File: src/rtl/lkers_pkg.sv
// lkers_pkg: shared widths, operation and status codes, register indexes and word types
// for the sorted key table search unit
// no dependencies
`default_nettype none

package lkers_pkg;

	// default parameter values
	localparam int DEF_TABLE_DEPTH = 1024;
	localparam int DEF_MAX_DIMS    = 8;

	// fixed field widths
	localparam int OP_W        = 2;
	localparam int KEY_W       = 64;
	localparam int COORD_W     = 32;
	localparam int WEIGHT_W    = 63;
	localparam int DIMS_W      = 4;
	localparam int STATUS_W    = 2;
	localparam int RES_W       = 11;
	localparam int PROD_W      = 2 * COORD_W;
	localparam int COORD_PORTS = 8;
	localparam int NUM_WEIGHTS = 7;
	localparam int CFG_IDX_W   = 3;

	// depth of the command queue between front and back
	localparam int CMD_DEPTH   = 2;

	// operation codes
	localparam logic [OP_W-1:0] OP_APPEND      = 2'd0;
	localparam logic [OP_W-1:0] OP_QUERY_KEY   = 2'd1;
	localparam logic [OP_W-1:0] OP_QUERY_COORD = 2'd2;
	localparam logic [OP_W-1:0] OP_CLEAR       = 2'd3;

	// result status codes
	localparam logic [STATUS_W-1:0] ST_ANSWERED = 2'd0;
	localparam logic [STATUS_W-1:0] ST_APPENDED = 2'd1;
	localparam logic [STATUS_W-1:0] ST_DROPPED  = 2'd2;
	localparam logic [STATUS_W-1:0] ST_CLEARED  = 2'd3;

	// register indexes
	localparam logic [CFG_IDX_W-1:0] REG_DIMS     = 3'd0;
	localparam logic [CFG_IDX_W-1:0] REG_WEIGHT_0 = 3'd1;

	// command word from front to back
	typedef struct packed {
		logic [OP_W-1:0]  op;
		logic [KEY_W-1:0] key;
	} cmd_t;

	// result word
	typedef struct packed {
		logic [STATUS_W-1:0] status;
		logic [RES_W-1:0]    equal_count;
		logic [RES_W-1:0]    first_index;
	} res_t;

endpackage

`default_nettype wire

File: src/rtl/lkers_cmd_fifo.sv
// lkers_cmd_fifo: short command queue between front and back
// depends on lkers_pkg
`default_nettype none

module lkers_cmd_fifo import lkers_pkg::*; (
	input  wire logic clk,
	input  wire logic arst_n,
	input  wire logic wr_en,
	input  wire cmd_t wr_cmd,
	output logic      wr_full,
	input  wire logic rd_en,
	output cmd_t      rd_cmd,
	output logic      rd_valid
);

	localparam int PTR_W = (CMD_DEPTH > 1) ? $clog2(CMD_DEPTH) : 1;
	localparam int CNT_W = $clog2(CMD_DEPTH + 1);

	cmd_t             slots_q [CMD_DEPTH];
	logic [PTR_W-1:0] wptr_q;
	logic [PTR_W-1:0] rptr_q;
	logic [CNT_W-1:0] cnt_q;
	logic             do_wr;
	logic             do_rd;

	assign wr_full  = (cnt_q == CNT_W'(CMD_DEPTH));
	assign rd_valid = (cnt_q != '0);
	assign do_wr    = wr_en && !wr_full;
	assign do_rd    = rd_en && rd_valid;
	assign rd_cmd   = slots_q[rptr_q];

	// pointers and fill level
	always_ff @(posedge clk or negedge arst_n) begin
		if (!arst_n) begin
			wptr_q <= '0;
			rptr_q <= '0;
			cnt_q  <= '0;
		end else begin
			if (do_wr) begin
				wptr_q <= (wptr_q == PTR_W'(CMD_DEPTH - 1)) ? '0 : wptr_q + PTR_W'(1);
			end
			if (do_rd) begin
				rptr_q <= (rptr_q == PTR_W'(CMD_DEPTH - 1)) ? '0 : rptr_q + PTR_W'(1);
			end
			if (do_wr && !do_rd) begin
				cnt_q <= cnt_q + CNT_W'(1);
			end else if (do_rd && !do_wr) begin
				cnt_q <= cnt_q - CNT_W'(1);
			end
		end
	end

	// storage
	always_ff @(posedge clk) begin
		if (do_wr) begin
			slots_q[wptr_q] <= wr_cmd;
		end
	end

endmodule

`default_nettype wire

File: config.mk
export PLATFORM = sky130hd
export DESIGN_NAME = lkers_cmd_fifo
export DESIGN_NICKNAME = d
export VERILOG_FILES = /design/src/rtl/lkers_pkg.sv /design/src/rtl/lkers_cmd_fifo.sv
export SDC_FILE = /design/constraint.sdc
export NUM_CORES = 1
export LEC_CHECK = 0
export BUFFER_PORTS_ARGS = -buffer_cell sky130_fd_sc_hd__buf_2
export CAP_MARGIN = 15
export CORE_MARGIN = 2
export CORE_UTILIZATION = 47
export DETAILED_ROUTE_END_ITERATION = 12
export GPL_TIMING_DRIVEN = 0
export HOLD_SLACK_MARGIN = 0.12
export MAX_ROUTING_LAYER = met4
export PLACE_DENSITY = 0.76
export SLEW_MARGIN = 30
export SYNTH_ARGS = -nofsm -noshare
export SYNTH_HDL_FRONTEND = slang
export SYNTH_SLANG_ARGS = --single-unit
File: constraint.sdc
create_clock -name clk -period 4.1 [get_ports clk]
set_input_delay 1.025 -clock clk [delete_from_list [all_inputs] [get_ports clk]]
set_output_delay 1.025 -clock clk [all_outputs]
set_load 0.05 [all_outputs]
Word-level counts from Yosys, hierarchy flattened
Memory sizes are Yosys's and may differ from the RTL's. Index checks and enable logic that the tools add are counted.

Add/subtract/negate cells: 4. Multipliers: 0. Divide/modulo/power cells: 0. $lt $le $gt $ge: 0. Eq/ne operators: 1. Shift operators: 0. Muxes and demuxes: 6. Bitwise logic cells: 0. Reduce and logical (&&, ||, !) cells: 9.

Operator list (number): logical AND 1 bit (4); two-way mux 1 bit (4); two-way mux 2 bit (2); nonzero test 2 bit (2); zero test 1 bit (3); adder 1 bit, second input constant (2); adder 2 x 1 -> 2 bit, second input constant (1); equality test 2 bit, second input constant (1); subtractor 2 x 1 -> 2 bit, second input constant (1).

Bits in registers: 4. Latch bits: 0. RAM bits: 132. Bits in read-only memories: 0. Input port bits: 70. Logic and storage cells: 24. Memories: 1.

Memory list: slots_q (depth 2, bits a word 66, rd ports 1, clocked after Yosys merged registers in 0, wr ports 1, RTL line lkers_cmd_fifo.sv:19) `cmd_t slots_q [CMD_DEPTH];`.

Depth between registers and ports, before layout
Depth after elaboration: 7. Gate-level depth with buffers: 7. Gate-level depth less buffers: 7.

Least setup slack after synthesis
OpenSTA, ideal clock, no wires.

Path kind: input to register. From: input port wr_en. To: memory slots_q[0][0] in the netlist's numbering, enable pin. Setup time: 0.490 ns. Data arrival time: 3.872 ns. Data required time: 3.610 ns. Setup slack: -0.263 ns. Stages: 2. Path through: nand2_1 nor2_1.

Word-level cells in the longest chain between the ends: 3.

Ends and longest elaborated chain: from (decl) (RTL line lkers_cmd_fifo.sv:8) `input wire logic wr_en,`; logical AND 1 bit (RTL line lkers_cmd_fifo.sv:28) `assign do_wr = wr_en && !wr_full;`; two-way mux 1 bit (RTL line lkers_cmd_fifo.sv:55) `if (do_wr) begin`; two-way mux 1 bit (not written as such) (RTL line lkers_cmd_fifo.sv:56) `slots_q[wptr_q] <= wr_cmd;`; to (decl) (RTL line lkers_cmd_fifo.sv:19).

No other way between the ends.

==> results.sh <==
export IMPL_diodes=0
export IMPL_syn_area_per_cell_um2=22.7
export IMPL_clock_path_buffers=2
export IMPL_muxShareOfSynthArea_pct=16.9
export IMPL_tightest_slew_ns=0.459
export IMPL_drt_iter0_markers=117
export IMPL_r2r_cells=5
export IMPL_htreeDepth=4
export IMPL_ctsRootBufferMaster="clkbuf_8"
export IMPL_grt_overflow=0
export IMPL_post_cts_repair_setup_buffers=0
export IMPL_totalWireLength_mm=8.47
export IMPL_grt_pass1_wl_mm=13.1
export IMPL_setup_slack_ns=1.21
export IMPL_fmax_ghz=0.347
export IMPL_drv_slew=0
export IMPL_die_w_um=108
export IMPL_synth_cell_type_count=16
export IMPL_post_place_ws_ns=1.72
export IMPL_critPathCaptureType="primary output"
export IMPL_ctsResizeCount=0
export IMPL_cts_buffers=17
export IMPL_coreArea_um2=10400
export IMPL_hold_path_class="input pin to async pin"
export IMPL_gp_congestion=0.708
export IMPL_gr_usage_all_layers_pct=15.7
export IMPL_final_util_pct=64.0
export IMPL_first_pass_iters=4
export IMPL_final_cell_mix="buf_2, edfxtp_1, mux2_2, mux2_4, clkbuf_16"
export IMPL_layout_commonest_cell="buf_2"
export IMPL_clkSinkCount=136
export IMPL_grt_antenna_before_repair=0
export IMPL_via_per_inst=4.82
export IMPL_status="completed"
export IMPL_peakVddDrop_mv=0.468
export IMPL_grt_pass1_vias=2678
export IMPL_clock_latency_ns=0.50
export IMPL_synth_cell_area_um2=5070
export IMPL_stdcell_count=533
export IMPL_wl_per_cell_um=15.9
export IMPL_cp_max_fo=10
export IMPL_start_kind="register"
export IMPL_required_ns=3.07
export IMPL_worstPathCellList="buf_4 -> buf_6 -> mux2_4 -> buf_2"
export IMPL_nets=455
export IMPL_slew_headroom_pct=69.4
export IMPL_cp_arrival_ns=1.86
export IMPL_period_minus_slack_ns=2.89
export IMPL_yosysSeqAreaShare_pct=80.1
export IMPL_synth_compound_area_share_pct=0
export IMPL_p_leak_nw=2.63
export IMPL_ios=138
export IMPL_start_util_pct=48.7
export IMPL_synth_cells=224
export IMPL_synth_xor_area_share_pct=0.863
export IMPL_grt_max_degree=37
export IMPL_port_buffers=137
export IMPL_synthAdderAreaFrac_pct=0.247
export IMPL_placedCellCount=501
export IMPL_cp_slowest_cell="dfrtp_1"
export IMPL_grt_setup_unrepaired="no"
export IMPL_worstReg2RegEnd="slots_q[0][59]$_DFFE_PP_"
export IMPL_drive_gt1_share_pct=61.7
export IMPL_ys_ff_latch=136
export IMPL_setup_tns_final_ns=0
export IMPL_postRouteAntennaNets=0
export IMPL_synth_simple_gate_area_share_pct=0.666
export IMPL_post_route_period_util_pct=70.4
export IMPL_crit_buf_inv=3
export IMPL_p_per_area_nw_per_um2=895
export IMPL_critPathMaxStageDelay_ns=0.39
export IMPL_rr_startpoint="cnt_q[0]$_DFFE_PN0P_"
export IMPL_die_y_um=108
export IMPL_synth_top_family_by_area="multiplexers"
export IMPL_finalSetupViolCount=0
export IMPL_tritoncts="yes"
export IMPL_syn_to_final_growth_pct=31.4
export IMPL_dieArea_um2=11600
export IMPL_yosysWarnings=0
export IMPL_fin_skew_ns=0.00412
export IMPL_clk_pin_slew_worst_paths_ns=0.06
export IMPL_maxCapViolations=0
export IMPL_finalHoldViolCount=0
export IMPL_vias=2570
export IMPL_holdWs_ns=0.319
export IMPL_rows=37
export IMPL_hpwl_mm=5.58
export IMPL_r2r_slack_ns=2.34
export IMPL_path_class="register to primary output"
export IMPL_synth_fp_nets=295
export IMPL_hold_buffers=0
export IMPL_remaining_drc_errors=0
export IMPL_path_delay_family="buffers and inverters"
-- report_power, final --
part           leakage [nW]  internal (mW)  total (mW)  switching [mW]
logic                  1.06          0.760        2.41            1.66
registers              1.27           1.90        1.99          0.0848
clock network         0.293           1.04        1.57           0.527
-- flip-flops by register name (all words and copies together) (netlist names) --
| register | flops |
|---|---|
| wptr_q | 1 |
| cnt_q | 2 |
| slots_q | 132 |
| rptr_q | 1 |
-- routing by layer --
layer | part of all wire [%] | global-route usage [%]
met5 | 0 | -
met4 | 0.92 | 5.22
met3 | 6.3 | 6.05
met2 | 53 | 26.2
met1 | 40 | 17.5
-- cell families (layout without fill, tap and decap cells) --
group / count (synthesis) / in the layout
adders and majority gates: 1 / 1
muxes: 66 / 66
DFF: 136 / 136
and+or+nand+nor: 7 / 7
buffers and inverters: 9 / 182
xor gates and xnor gates: 5 / 5
-- cell usage after synthesis (all sizes together) --
| master | number | area [um^2] |
|---|---|---|
| edfxtp | 132 | 3960 |
| mux2 | 66 | 856 |
| buf | 7 | 56.3 |
| dfrtp | 4 | 100 |
| xnor2 | 3 | 26.3 |
| inv | 2 | 7.51 |
| nand2 | 2 | 7.51 |
| nor2 | 2 | 7.51 |
| xor2 | 2 | 17.5 |
| and3 | 1 | 6.26 |
| ha | 1 | 12.5 |
| nand2b | 1 | 6.26 |
| or2 | 1 | 6.26 |
-- layout make-up --
type / instances / area [um^2]
tap: 136 / 170
clock inverter: 13 / 203
timing repair buffer: 141 / 788
multi-input combinational: 79 / 958
sequential: 136 / 4060
clock buffer: 19 / 422
inverter: 2 / 7.51
buffer: 7 / 56.3
fill: 738 / 3750
-- per-stage QoR --
step                instance area (um^2)  power [mW]
floorplan                           5080        3.92
global placement                    5930        4.36
detailed placement                  6040        4.45
CTS                                 6670        6.04
global route                        6670        6.23
finish                              6670        5.97
-- worst max path at each step --
stage                            start                       end  depth (start not counted)
floorplan                        wr_en   slots_q[0][0]$_DFFE_PP_                          2
finish              rptr_q$_DFFE_PN0P_                rd_cmd[32]                          4
CTS                 rptr_q$_DFFE_PN0P_                rd_cmd[15]                          4
global placement                 wr_en  slots_q[0][52]$_DFFE_PP_                          3
detailed placement  rptr_q$_DFFE_PN0P_                rd_cmd[15]                          4
global route        rptr_q$_DFFE_PN0P_                rd_cmd[19]                          4
Note: power is estimated with default switching activity, not from simulation.
