$ cat config.mk
export PLATFORM = sky130hd
export DESIGN_NAME = lkers_front
export DESIGN_NICKNAME = d
export VERILOG_FILES = /design/src/rtl/lkers_pkg.sv /design/src/rtl/lkers_front.sv
export SDC_FILE = /design/constraint.sdc
export NUM_CORES = 2
export LEC_CHECK = 0
export ABC_AREA = 1
export BUFFER_PORTS_ARGS = -buffer_cell sky130_fd_sc_hd__buf_2
export CORE_MARGIN = 2
export CORE_UTILIZATION = 25
export DETAILED_ROUTE_END_ITERATION = 16
export GPL_TIMING_DRIVEN = 0
export PLACE_DENSITY = 0.5
export SLEW_MARGIN = 20
export SYNTH_ARGS = -nofsm -noshare
export SYNTH_HDL_FRONTEND = slang
export SYNTH_SLANG_ARGS = --single-unit
$ cat constraint.sdc
create_clock -name clk -period 12.1 [get_ports clk]
set_input_delay 2.42 -clock clk [delete_from_list [all_inputs] [get_ports clk]]
set_output_delay 2.42 -clock clk [all_outputs]
set_load 0.03 [all_outputs]
$ cat src/rtl/lkers_pkg.sv
// lkers_pkg: shared widths, operation and status codes, register indexes and word types
// for the sorted key table search unit
// no dependencies
`default_nettype none

package lkers_pkg;

	// default parameter values
	localparam int DEF_TABLE_DEPTH = 1024;
	localparam int DEF_MAX_DIMS    = 8;

	// fixed field widths
	localparam int OP_W        = 2;
	localparam int KEY_W       = 64;
	localparam int COORD_W     = 32;
	localparam int WEIGHT_W    = 63;
	localparam int DIMS_W      = 4;
	localparam int STATUS_W    = 2;
	localparam int RES_W       = 11;
	localparam int PROD_W      = 2 * COORD_W;
	localparam int COORD_PORTS = 8;
	localparam int NUM_WEIGHTS = 7;
	localparam int CFG_IDX_W   = 3;

	// depth of the command queue between front and back
	localparam int CMD_DEPTH   = 2;

	// operation codes
	localparam logic [OP_W-1:0] OP_APPEND      = 2'd0;
	localparam logic [OP_W-1:0] OP_QUERY_KEY   = 2'd1;
	localparam logic [OP_W-1:0] OP_QUERY_COORD = 2'd2;
	localparam logic [OP_W-1:0] OP_CLEAR       = 2'd3;

	// result status codes
	localparam logic [STATUS_W-1:0] ST_ANSWERED = 2'd0;
	localparam logic [STATUS_W-1:0] ST_APPENDED = 2'd1;
	localparam logic [STATUS_W-1:0] ST_DROPPED  = 2'd2;
	localparam logic [STATUS_W-1:0] ST_CLEARED  = 2'd3;

	// register indexes
	localparam logic [CFG_IDX_W-1:0] REG_DIMS     = 3'd0;
	localparam logic [CFG_IDX_W-1:0] REG_WEIGHT_0 = 3'd1;

	// command word from front to back
	typedef struct packed {
		logic [OP_W-1:0]  op;
		logic [KEY_W-1:0] key;
	} cmd_t;

	// result word
	typedef struct packed {
		logic [STATUS_W-1:0] status;
		logic [RES_W-1:0]    equal_count;
		logic [RES_W-1:0]    first_index;
	} res_t;

endpackage

`default_nettype wire

$ cat src/rtl/lkers_front.sv
// lkers_front: accepts input words, holds the configuration registers and forms the
// search key from coordinates with one shared 32x32 multiplier; depends on lkers_pkg
`default_nettype none

module lkers_front import lkers_pkg::*; #(
	parameter int MAX_DIMS = DEF_MAX_DIMS
) (
	input  wire logic                 clk,
	input  wire logic                 arst_n,
	input  wire logic                 cfg_we,
	input  wire logic [CFG_IDX_W-1:0] cfg_index,
	input  wire logic [WEIGHT_W-1:0]  cfg_data,
	input  wire logic                 push,
	output logic                      full,
	input  wire logic [OP_W-1:0]      op,
	input  wire logic [KEY_W-1:0]     key_value,
	input  wire logic [COORD_W-1:0]   coord [COORD_PORTS],
	output logic                      cmd_push,
	output cmd_t                      cmd,
	input  wire logic                 cmd_full
);

	localparam int STEP_W = $clog2(2 * MAX_DIMS + 1);
	localparam int HALF_W = COORD_W;

	localparam logic [1:0] F_IDLE = 2'd0;
	localparam logic [1:0] F_MUL  = 2'd1;
	localparam logic [1:0] F_PUSH = 2'd2;

	logic [1:0]          state_q;
	logic [DIMS_W-1:0]   dims_q;
	logic [WEIGHT_W-1:0] weights_q [NUM_WEIGHTS];
	logic [OP_W-1:0]     op_q;
	logic [KEY_W-1:0]    key_q;
	logic [COORD_W-1:0]  coords_q [MAX_DIMS];
	logic [STEP_W-1:0]   step_q;
	logic [KEY_W-1:0]    acc_q;
	logic [PROD_W-1:0]   prod_s1;
	logic                half_s1;
	logic                pv_s1;

	logic                accept;
	logic [DIMS_W-1:0]   dims_eff;
	logic [STEP_W-1:0]   total;
	logic [STEP_W-2:0]   dim_idx;
	logic                last_dim;
	logic [COORD_W-1:0]  c_sel;
	logic [WEIGHT_W-1:0] w_sel;
	logic [WEIGHT_W-1:0] w_eff;
	logic [HALF_W-1:0]   w_half;
	logic [PROD_W-1:0]   prod;
	logic                issue;
	logic                mul_done;

	assign full   = (state_q != F_IDLE);
	assign accept = push && !full;

	// configuration registers
	always_ff @(posedge clk or negedge arst_n) begin
		if (!arst_n) begin
			dims_q <= '0;
			for (int i = 0; i < NUM_WEIGHTS; i++) begin
				weights_q[i] <= '0;
			end
		end else if (cfg_we) begin
			if (cfg_index == REG_DIMS) begin
				dims_q <= cfg_data[DIMS_W-1:0];
			end
			for (int i = 0; i < NUM_WEIGHTS; i++) begin
				if (cfg_index == REG_WEIGHT_0 + CFG_IDX_W'(i)) begin
					weights_q[i] <= cfg_data;
				end
			end
		end
	end

	// dimensions in use, saturated; two partial products per dimension
	assign dims_eff = (dims_q > DIMS_W'(MAX_DIMS)) ? DIMS_W'(MAX_DIMS) : dims_q;
	assign total    = STEP_W'({dims_eff, 1'b0});
	assign dim_idx  = step_q[STEP_W-1:1];
	assign last_dim = (DIMS_W'(dim_idx) + DIMS_W'(1)) == dims_eff;
	assign issue    = (state_q == F_MUL) && (step_q != total);
	assign mul_done = (state_q == F_MUL) && (step_q == total) && !pv_s1;

	// operand selection for the current dimension
	always_comb begin
		c_sel = '0;
		w_sel = '0;
		for (int i = 0; i < MAX_DIMS; i++) begin
			if (dim_idx == (STEP_W-1)'(i)) begin
				c_sel = coords_q[i];
			end
		end
		for (int i = 0; i < NUM_WEIGHTS; i++) begin
			if (i < MAX_DIMS && dim_idx == (STEP_W-1)'(i)) begin
				w_sel = weights_q[i];
			end
		end
	end

	// last dimension in use has unit stride; low half then high half of the weight
	assign w_eff  = last_dim ? WEIGHT_W'(1) : w_sel;
	assign w_half = step_q[0] ? HALF_W'(w_eff[WEIGHT_W-1:HALF_W]) : w_eff[HALF_W-1:0];
	assign prod   = PROD_W'(c_sel) * PROD_W'(w_half);

	// control state
	always_ff @(posedge clk or negedge arst_n) begin
		if (!arst_n) begin
			state_q <= F_IDLE;
			step_q  <= '0;
			pv_s1   <= 1'b0;
		end else begin
			pv_s1 <= issue;
			unique case (state_q)
				F_IDLE: begin
					step_q <= '0;
					if (accept) begin
						state_q <= (op == OP_QUERY_COORD) ? F_MUL : F_PUSH;
					end
				end
				F_MUL: begin
					if (issue) begin
						step_q <= step_q + STEP_W'(1);
					end
					if (mul_done) begin
						state_q <= F_PUSH;
					end
				end
				F_PUSH: begin
					if (!cmd_full) begin
						state_q <= F_IDLE;
					end
				end
				default: begin
					state_q <= F_IDLE;
				end
			endcase
		end
	end

	// held word, product stage and key accumulator
	always_ff @(posedge clk) begin
		if (accept) begin
			op_q  <= op;
			key_q <= key_value;
			acc_q <= '0;
			for (int i = 0; i < MAX_DIMS; i++) begin
				coords_q[i] <= coord[i];
			end
		end else if (pv_s1) begin
			acc_q <= acc_q + (half_s1 ? {prod_s1[HALF_W-1:0], {HALF_W{1'b0}}} : prod_s1);
		end
		prod_s1 <= prod;
		half_s1 <= step_q[0];
	end

	// command towards the back
	assign cmd_push = (state_q == F_PUSH) && !cmd_full;
	assign cmd.op   = (op_q == OP_QUERY_COORD) ? OP_QUERY_KEY : op_q;
	assign cmd.key  = (op_q == OP_QUERY_COORD) ? acc_q : key_q;

endmodule

`default_nettype wire

# Word level (Yosys, flattened, before mapping)
# Memory sizes are Yosys's and may differ from the RTL's.
# Cells that the tools add are included.
# totals
elab_cells	100
reg_bits	648
mem_bits_rw	256
out_inout_bits	68
mem_count	1
# memory_table
name	depth	word_bits	read_ports	rd_clocked_by_memory_dff	wr	line_no	text
coords_q	8	32	8	0	8	lkers_front.sv:35	logic [COORD_W-1:0] coords_q [MAX_DIMS];
# classes
n_addsub	3
magnitude_cmp	1
n_mux	30
eq_ne	25
multipliers	1
reduce_logical	23
# op_table
cell	count
$mux W63	8
$mux W32	9
$mux W64	2
$add A64 B64 Y64	1
$mul A32 B32 Y64	1
$reduce_and A2 Y1	9
$eq A4 B3 Y1 const B	4
$eq A3 B3 Y1 const B	4
$mux W2	5
$pmux W5 S2	1
$eq A4 B2 Y1 const B	2
$ne A2 B2 Y1 const B	4
$eq A2 B2 Y1 const B	3
$eq A3 B2 Y1 const B	2
$pmux W2 S3	1
$add A5 B1 Y5 const B	1
$eq A5 B5 Y1	1
$logic_and A1 B1 Y1	5
$mux W5	1
$ne A5 B5 Y1	1
$add A4 B1 Y4 const B	1
$eq A4 B1 Y1 const B	1
$eq A4 B4 Y1	1
$gt A4 B4 Y1 const B	1
other kinds (10)	14

# Longest topological paths before layout
# logic_depth
depth_word	11
ltp_mapped	44
mapped_depth_nobuf	41

# Least setup slack after synthesis
# OpenSTA, ideal clock, no wires.
# synth_path
kind	input port to flip-flop
startpoint	input port push
endpoint	memory coords_q[0][0], enable pin
arrival_ps	11566
stages	3
setup_time_ps	812
slack_ps	-278
required_time_ps	11288
path_buffers	1
cell_sequence	inv_1 > nor2_1 > clkbuf_1
# synth_rtl
element	line_no	text
start, declared	lkers_front.sv:13	input wire logic push,
end, declared	lkers_front.sv:35	

# Worst setup path after layout
# layout_path
startpoint	register step_q[1]
endpoint	register prod_s1[39]
# layout_via
elab_chain_cells	11
elab_cells_between_ends	28
classes_between	1 x add/sub; 1 x mul; 8 x eq/ne; 17 x mux; 1 x reduce/logical
# layout_lines
element	line_no	text
start, declared	lkers_front.sv:36	logic [STEP_W-1:0] step_q;
start signal, assigned	lkers_front.sv:123	step_q <= step_q + STEP_W'(1);
$logic_not A4 Y1	lkers_front.sv:90, lkers_front.sv:95	
$mux W63 (7 in a row)	lkers_front.sv:95	if (i < MAX_DIMS && dim_idx == (STEP_W-1)'(i)) begin
$mux W63	lkers_front.sv:102	assign w_eff = last_dim ? WEIGHT_W'(1) : w_sel;
$mux W32	lkers_front.sv:103	assign w_half = step_q[0] ? HALF_W'(w_eff[WEIGHT_W-1:HALF_W]) : w_eff[HALF_W-1:0];
$mul A32 B32 Y64 *	lkers_front.sv:104	assign prod = PROD_W'(c_sel) * PROD_W'(w_half);
named net prod[39]	lkers_front.sv:51	logic [PROD_W-1:0] prod;
end signal, assigned	lkers_front.sv:153	prod_s1 <= prod;
end, declared	lkers_front.sv:38	logic [PROD_W-1:0] prod_s1;
# The timed path passes the listed nets; every way through them passes the cells marked *.
# A chain may end at the register's enable or synchronous reset.

==> results.sh <==
export IMPL_status="completed"
export IMPL_synth_compound_area_frac=0.08447
export IMPL_ys_warn_count=0
export IMPL_dieArea_mm2=0.3138
export IMPL_overflow=0
export IMPL_cp_start_kind="flop"
export IMPL_start_util=0.2508
export IMPL_ys_flop_type="dfrtp_1"
export IMPL_gp_congestion=1.067
export IMPL_end_kind="flop"
export IMPL_seq_area_frac_synth=0.3051
export IMPL_skew_ns=0.1227
export IMPL_synth_edf_count=322
export IMPL_cp_max_fo=11
export IMPL_cts_max_level=3
export IMPL_via_per_inst=4.781
export IMPL_syn_nets=11020
export IMPL_maxCapViolCount=0
export IMPL_clock_path_buffers=3
export IMPL_fin_crit_sh=0.9815
export IMPL_clk_pin_slew_worst_paths_ns=0.06
export IMPL_ant_nets=0
export IMPL_dr_pass1_iters=6
export IMPL_synth_mux_area_frac=0.0005825
export IMPL_clock_latency_ns=0.80
export IMPL_synthSimpleGateAreaFrac=0.2068
export IMPL_drive_above_1_share=0.09653
export IMPL_root_buffer="clkbuf_16"
export IMPL_post_cts_buffers=0
export IMPL_antenna_found_initial=43
export IMPL_synth_async_reset_ratio=0.5011
export IMPL_grt_usage=0.2285
export IMPL_cts_sinks=904
export IMPL_slowest_stage="clkbuf_1"
export IMPL_wl_per_cell_um=25.79
export IMPL_critPathMaxStageDelay_ns=0.82
export IMPL_drtIter0Drc=6578
export IMPL_grt_max_degree=94
export IMPL_worst_pin_slew_ns=1.243
export IMPL_die_w_um=560.1
export IMPL_yosys_area_share_adder=0.2858
export IMPL_rsz0062_at_grt="false"
export IMPL_port_buffers=460
export IMPL_cts_tree="built"
export IMPL_cts_made_buffers=100
export IMPL_ys_ff_latch=904
export IMPL_core_mm2=0.3083
export IMPL_grt_pass1_wl_um=511500
export IMPL_final_setup_viol_count=0
export IMPL_slew_violations=0
export IMPL_area_growth_pct=14.49
export IMPL_yosysTopAreaCell="fa_1"
export IMPL_fin_nets=11600
export IMPL_postSynthCellCount=9400
export IMPL_finalHoldViolCount=0
export IMPL_die_y_um=560.1
export IMPL_synth_area_leaders="fa_1 23%, dfrtp_1 15%, edfxtp_1 13%"
export IMPL_critPathKind="reg2reg"
export IMPL_hold_class="reg2reg"
export IMPL_synth_xor_xnor_area_share=0.009288
export IMPL_arrival_ns=12.45
export IMPL_drc=0
export IMPL_hold_start="acc_q[63]"
export IMPL_ys_types=47
export IMPL_yosysMostFrequentCell="nand2_1"
export IMPL_crit_start="step_q[1]"
export IMPL_synth_top_area_share=0.2322
export IMPL_syn_avg_cell_area_um2=8.226
export IMPL_synthesis_area_mm2=0.07732
export IMPL_io_pins=461
export IMPL_post_dp_hpwl_um=302500
export IMPL_synth_top_family_by_area="adder cells"
export IMPL_r2r_start="step_q[1]"
export IMPL_cp_required_ns=12.67
export IMPL_fin_util=0.2871
export IMPL_relSlewSlack=0.1714
export IMPL_fin_crit_ns=11.88
export IMPL_routed_wl_um=366100
export IMPL_num_vias=67860
export IMPL_yosys_top_cells_count="1951 x nand2_1, 1648 x inv_1, 1055 x nor2_1"
export IMPL_grt_pass1_vias=67640
export IMPL_fmax_mhz=84.20
export IMPL_cts_resized=0
export IMPL_hold_buffers=0
export IMPL_cp_common_cell="fa_1"
export IMPL_rows=204
==> cell type report <==
type,count,area [um^2]
flip-flops and latches,904,23590
clock inverters,42,498.0
inverters,1678,6299
clock buffers,145,2874
fillers,33960,219800
repair buffers,472,2601
well taps,4120,5155
diodes,14,35.03
plain buffers,452,2063
multi-input cells,6366,45410
==> metrics by stage <==
step	setup TNS [ns]	instance area (um^2)	hold WS, ns	instances	worst slack [ns]
after floorplan	0	77320	0.3984	9400	4.303
after global placement	-531.29	84780	0.4550	13980	-1.241
after detailed placement	0	85110	0.4612	13990	0.3998
after CTS	0	88480	0.4698	14180	0.3225
after global routing	0	88490	0.4822	14180	0.05554
final	0	88520	0.4754	14190	0.2240
==> logic make-up (layout without fill, tap and decap cells) <==
kind of cell	after synthesis	count (layout)
compound gates	1136	1136
buf+inv	2130	2789
xor+xnor	82	82
mux	4	4
simple gates	3916	3916
flops	904	904
fa+ha+maj	1228	1228
other cells	0	14
==> per-layer routing <==
layer	track usage	vias to the layer above	part of all wire
li1	-	30370	-
met1	0.2929	33590	0.41
met2	0.3643	3130	0.45
met3	0.04823	737	0.083
met4	0.1125	46	0.060
met5	0	-	0.00075
==> state kept, by name (all words and copies together), names as in the netlist <==
register	flops
op_q	2
state_q	2
half_s1	1
dims_q	4
coords_q	256
key_q	64
step_q	5
weights_q	441
pv_s1	1
acc_q	64
prod_s1	64
==> worst max-delay path: cells and delay by family (launching register included) <==
kind                     cells  cell delay, ns
AO/OA/AOI/OAI                6            2.10
adder cells (fa/ha/maj)     10            4.87
buffers and inverters        5            1.49
flip-flops                   1            0.42
AND/OR/NAND/NOR             13            2.78
==> placed cells by master (no fill, tap or decap), types with 10 or more instances in the layout <==
master / count
nand2_1: 1951
buf_1: 28
fa_1: 897
a31oi_4: 18
dfrtp_1: 453
nand2_2: 19
dfxtp_1: 129
clkbuf_8: 17
buf_2: 663
a31oi_1: 13
clkinv_2: 11
nand4_1: 53
inv_1: 1648
nand3_1: 789
nor3_1: 22
xnor2_1: 11
o211ai_1: 91
clkbuf_1: 220
xor2_1: 71
edfxtp_1: 322
a21oi_1: 343
buf_4: 20
diode_2: 14
a21oi_2: 17
o21ai_0: 585
inv_2: 29
o21bai_1: 33
clkbuf_16: 102
a21oi_4: 10
nor2_1: 1054
ha_1: 331
==> worst paths after layout <==
| path | cells after the start | slack [ns] | endpoint |
|---|---|---|---|
| max in group asynchronous | 3 | 9.24 | weights_q[8] |
| setup reg to reg | 34 | 0.22 | prod_s1[39] |
| hold / removal | 2 | 0.48 | acc_q[63] |
| setup / recovery | 34 | 0.22 | prod_s1[39] |
| hold reg to reg | 2 | 0.48 | acc_q[63] |
| min in group asynchronous | 1 | 1.57 | weights_q[376] |
Power is left out: the tool's default activity adds up to more than one toggle a clock period on the data nets, which glitch-free logic cannot reach.
